## src/hw/rtl/ngs_pkg.sv

```systemverilog
package ngs_pkg;

	localparam int COORD_W = 20;
	localparam int PIX_W   = 12;
	localparam int FRAC_W  = COORD_W - PIX_W;
	localparam int SLOT_W  = 8;
	localparam int CNT_W   = 9;
	localparam int SQ_W    = 2 * COORD_W;
	localparam int DIST_W  = SQ_W + 2;

	localparam logic REQ_LOAD  = 1'b0;
	localparam logic REQ_QUERY = 1'b1;

	typedef struct packed {
		logic [COORD_W-1:0] x;
		logic [COORD_W-1:0] y;
	} gen_pt_t;

	// slot number traveling alongside a table read
	typedef struct packed {
		logic             vld;
		logic [CNT_W-1:0] idx;
	} ngs_tag_t;

	typedef enum logic [1:0] {
		ST_IDLE,
		ST_SCAN,
		ST_DRAIN,
		ST_DONE
	} ngs_state_t;

endpackage

```

## src/hw/rtl/ngs_dist.sv

```systemverilog
module ngs_dist (
	input  logic                        clk,
	input  logic                        arst_n,
	input  ngs_pkg::ngs_tag_t           tag_s1,
	input  ngs_pkg::gen_pt_t            gen_s1,
	input  logic [ngs_pkg::COORD_W-1:0] px,
	input  logic [ngs_pkg::COORD_W-1:0] py,
	output ngs_pkg::ngs_tag_t           tag_s3,
	output logic [ngs_pkg::DIST_W-1:0]  dist_s3,
	output logic                        busy
);
	import ngs_pkg::*;

	ngs_tag_t           tag_s2, tag_s3_q;
	logic [COORD_W-1:0] dx_s2, dy_s2;
	logic [SQ_W-1:0]    sqx_s3, sqy_s3;

	always_ff @(posedge clk or negedge arst_n) begin
		if (!arst_n) begin
			tag_s2   <= '0;
			tag_s3_q <= '0;
		end else begin
			tag_s2   <= tag_s1;
			tag_s3_q <= tag_s2;
		end
	end

	always_ff @(posedge clk) begin
		dx_s2  <= (gen_s1.x >= px) ? gen_s1.x - px : px - gen_s1.x;
		dy_s2  <= (gen_s1.y >= py) ? gen_s1.y - py : py - gen_s1.y;
		sqx_s3 <= SQ_W'(dx_s2) * SQ_W'(dx_s2);
		sqy_s3 <= SQ_W'(dy_s2) * SQ_W'(dy_s2);
	end

	assign tag_s3  = tag_s3_q;
	assign dist_s3 = DIST_W'(sqx_s3) + DIST_W'(sqy_s3);
	assign busy    = tag_s2.vld | tag_s3_q.vld;

endmodule

```

## config.mk

```make
export PLATFORM = sky130hd
export DESIGN_NAME = ngs_dist
export DESIGN_NICKNAME = d
export VERILOG_FILES = /design/src/hw/rtl/ngs_pkg.sv /design/src/hw/rtl/ngs_dist.sv
export SDC_FILE = /design/constraint.sdc
export NUM_CORES = 2
export LEC_CHECK = 0
export ABC_CLOCK_PERIOD_IN_PS = 8310
export BUFFER_PORTS_ARGS = -buffer_cell sky130_fd_sc_hd__buf_2
export CORE_MARGIN = 2
export CORE_UTILIZATION = 45
export CTS_CLUSTER_DIAMETER = 120
export DETAILED_ROUTE_END_ITERATION = 6
export PLACE_DENSITY = 0.58
export SLEW_MARGIN = 20
export SYNTH_ARGS = -nofsm -noshare
export SYNTH_HDL_FRONTEND = slang
export SYNTH_SLANG_ARGS = --single-unit
```

## constraint.sdc

```tcl
create_clock -name clk -period 8.31 [get_ports clk]
set_input_delay 0.831 -clock clk [delete_from_list [all_inputs] [get_ports clk]]
set_output_delay 0.831 -clock clk [all_outputs]
set_load 0.05 [all_outputs]
```

==> impl_metrics.yaml <==
outcome:
  outcome: "finished, final reports clean"
synthesis:
  synth.distinct_cells: 78
  ys_seq_area_share_pct: 9.076
  syn_nets: 4588
  avgSynthCellArea_um2: 8.987
  yosys_warnings: 0
  synth_top_family_by_area: "adder cells"
  synth_mux_area_share_pct: 0.7775
  synthFlopType: "dfxtp_1"
  netlist_area_um2: 31540
  synth_simple_gate_area_share_pct: 11.35
  synth_seq_cells: 138
  synth_xor_area_share_pct: 4.693
  ys_async_sr_fraction_pct: 14.49
  synth_compound_area_share_pct: 10.23
  synth_edf_count: 0
  syn_inst: 3510
  synthAdderAreaFrac_pct: 52.52
final_layout:
  syn_to_final_growth_pct: 6.926
  fillers: 6864
  finalNetCount: 4657
  fin_util_pct: 48.41
  drive_above_1_share_pct: 6.626
  fin_area_um2: 33730
timing:
  finalMaxSlewViolations: 0
  clock_skew_ps: 12.83
  period_needed_ps: 7602
  worst_slack_ps: 708.3
  worstMarginPinSlew_ps: 1012
  fmax_ghz: 0.1315
  min_period_over_period_pct: 91.48
  rsz0062_at_grt: "no"
  slew-limit-headroom_pct: 32.43
  hold_viol_final: 0
  setup_tns_ps: 0
  setup_viol: 0
setup_path:
  crit_required_ps: 8670
  rr_worst_depth: 23
  worst_setup_path_end_kind: "flip-flop"
  cp_max_fo: 22
  crit_arrival_ps: 7960
  crit_path_start_kind: "flip-flop"
  criticalPathCategory: "reg2reg"
global_route:
  grt_pass1_wl_um: 116900
  overflow: 0
  antenna_found_initial: 1
  grt_pass1_vias: 23560
  grt_max_degree: 36
  grt_usage_pct: 20.42
die:
  die_area_um2: 72230
  die_w_um: 268.8
  die_y_um: 268.8
  row_count: 97
  initial_core_util_pct: 45.28
  io_pins: 145
  core_area_um2: 69660
drt:
  drt-pass1-iter-count: 5
  vias_per_cell: 5.008
  drt_wl_total_um: 68620
  drc: 0
  ant_nets: 0
  drt_iter0_drc: 1095
  vias: 22700
  drt-wirelength-per-cell_um: 15.14
cts:
  cts_hold_buf: 0
  cts_made_buffers: 17
  cts_sinks: 138
  clockBufferDepth: 2
  cts_setup_buffers: 0
  clk_latency_ps: 490
  cts_tree: "done"
  htree_levels: 4
  root_buffer: "clkbuf_16"
  cts_resized: 0
  path_clk_slew_ps: 70
placement:
  io_buffers: 143
  place_area_um2: 33160
  hpwl_um: 59010
  pre_cts_ws_ps: 842.6
  place.gp.congestion: 0.8818
run:
  cap_violations: 0
hold_path:
  min_path_type: "in2async"
[state kept, by name, summed over array words and instances (netlist names)]
register,cells
tag_s3,10
dx_s2,20
sqx_s3,39
tag_s2,10
dy_s2,20
sqy_s3,39
[stage by stage]
| step | hold slack, ps | cells |
|---|---|---|
| final | 276.9 | 4533 |
| after global routing | 283.0 | 4532 |
| after CTS | 252.6 | 4532 |
| after detailed placement | 334.7 | 4500 |
| after global placement | 331.5 | 4500 |
| after floorplan | 331.2 | 3510 |
[final cells by class]
type	instances	area (um^2)	area share, %
repair buffers	171	925.9	2.745
well taps	940	1176	3.487
clock inverters	14	122.6	0.3636
flip-flops and latches	138	2863	8.488
inverters	825	3097	9.182
multi-input cells	2426	25100	74.43
clock buffers	18	439.2	1.302
diodes	1	2.502	0.007420
[routing by layer]
metal / track usage (%) / up-vias / wire (um)
li1: - / 11030 / -
met1: 28.61 / 11220 / 31790
met5: 0 / - / 0
met3: 2.630 / 63 / 2724
met4: 4.940 / 0 / 1189
met2: 33.59 / 386 / 32910
[synthesized netlist by cell type, drive strengths merged (20+ instances only)]
library cell,count,area share (%)
nor2,118,1.4
dfxtp,118,7.5
o21bai,20,0.48
and2,145,2.9
nand2,321,3.8
a21o,98,2.3
a31oi,29,0.60
dfrtp,20,1.6
o21ai,80,1.3
fa,562,36
mux2i,20,0.63
a211oi,21,0.53
nand4,25,0.50
nor2b,25,0.50
xor2,69,1.9
nor3,21,0.33
nand3,32,0.51
xnor2,100,2.8
ha,424,17
a21oi,141,2.2
clkbuf,102,1.2
inv,825,9.8
[worst max-delay path, stage by stage, from the launching register on]
cell      delay [ps]
dfxtp_1          980
nand2_1          230
fa_1             530
inv_1             50
fa_1             500
inv_1             50
fa_1             490
inv_1             50
fa_1             480
fa_1             500
fa_1             490
inv_1             50
fa_1             500
inv_1             40
ha_1             350
a21oi_1          210
o211ai_1         130
a31oi_1          410
o21ai_0          230
a31oi_1          220
o211ai_1         190
a211oi_1         420
o21ai_0          180
xor2_1           170
[cells in the final DEF, fill, tap and decap left out, drive strengths merged, types with 98 or more instances in the layout]
cell,synthesis,layout
a21o,98,98
ha,424,424
nor2,118,118
a21oi,141,141
fa,562,562
nand2,321,321
inv,825,835
and2,145,145
dfxtp,118,118
buf,19,171
xnor2,100,100
[logic make-up after synthesis]
family	count (synthesis)
simple gates	754
buf+inv	946
flops	138
xor+xnor	169
mux	24
fa+ha+maj	987
compound gates	491
other cells	1
[final timing paths]
check,from,endpoint,slack [ps]
max,dy_s2[2]$_DFF_P_,sqy_s3[38]$_DFF_P_,710
min,arst_n,tag_s3[6]$_DFF_PN0_,280
max reg2reg,dy_s2[2]$_DFF_P_,sqy_s3[38]$_DFF_P_,710
min reg2reg,tag_s2[7]$_DFF_PN0_,tag_s3[7]$_DFF_PN0_,350
max in group asynchronous,arst_n,tag_s2[3]$_DFF_PN0_,7730
min in group clk,tag_s2[7]$_DFF_PN0_,tag_s3[7]$_DFF_PN0_,350
Power is left out: the tool's default activity adds up to more than one toggle a clock period on the data nets, which glitch-free logic cannot reach.
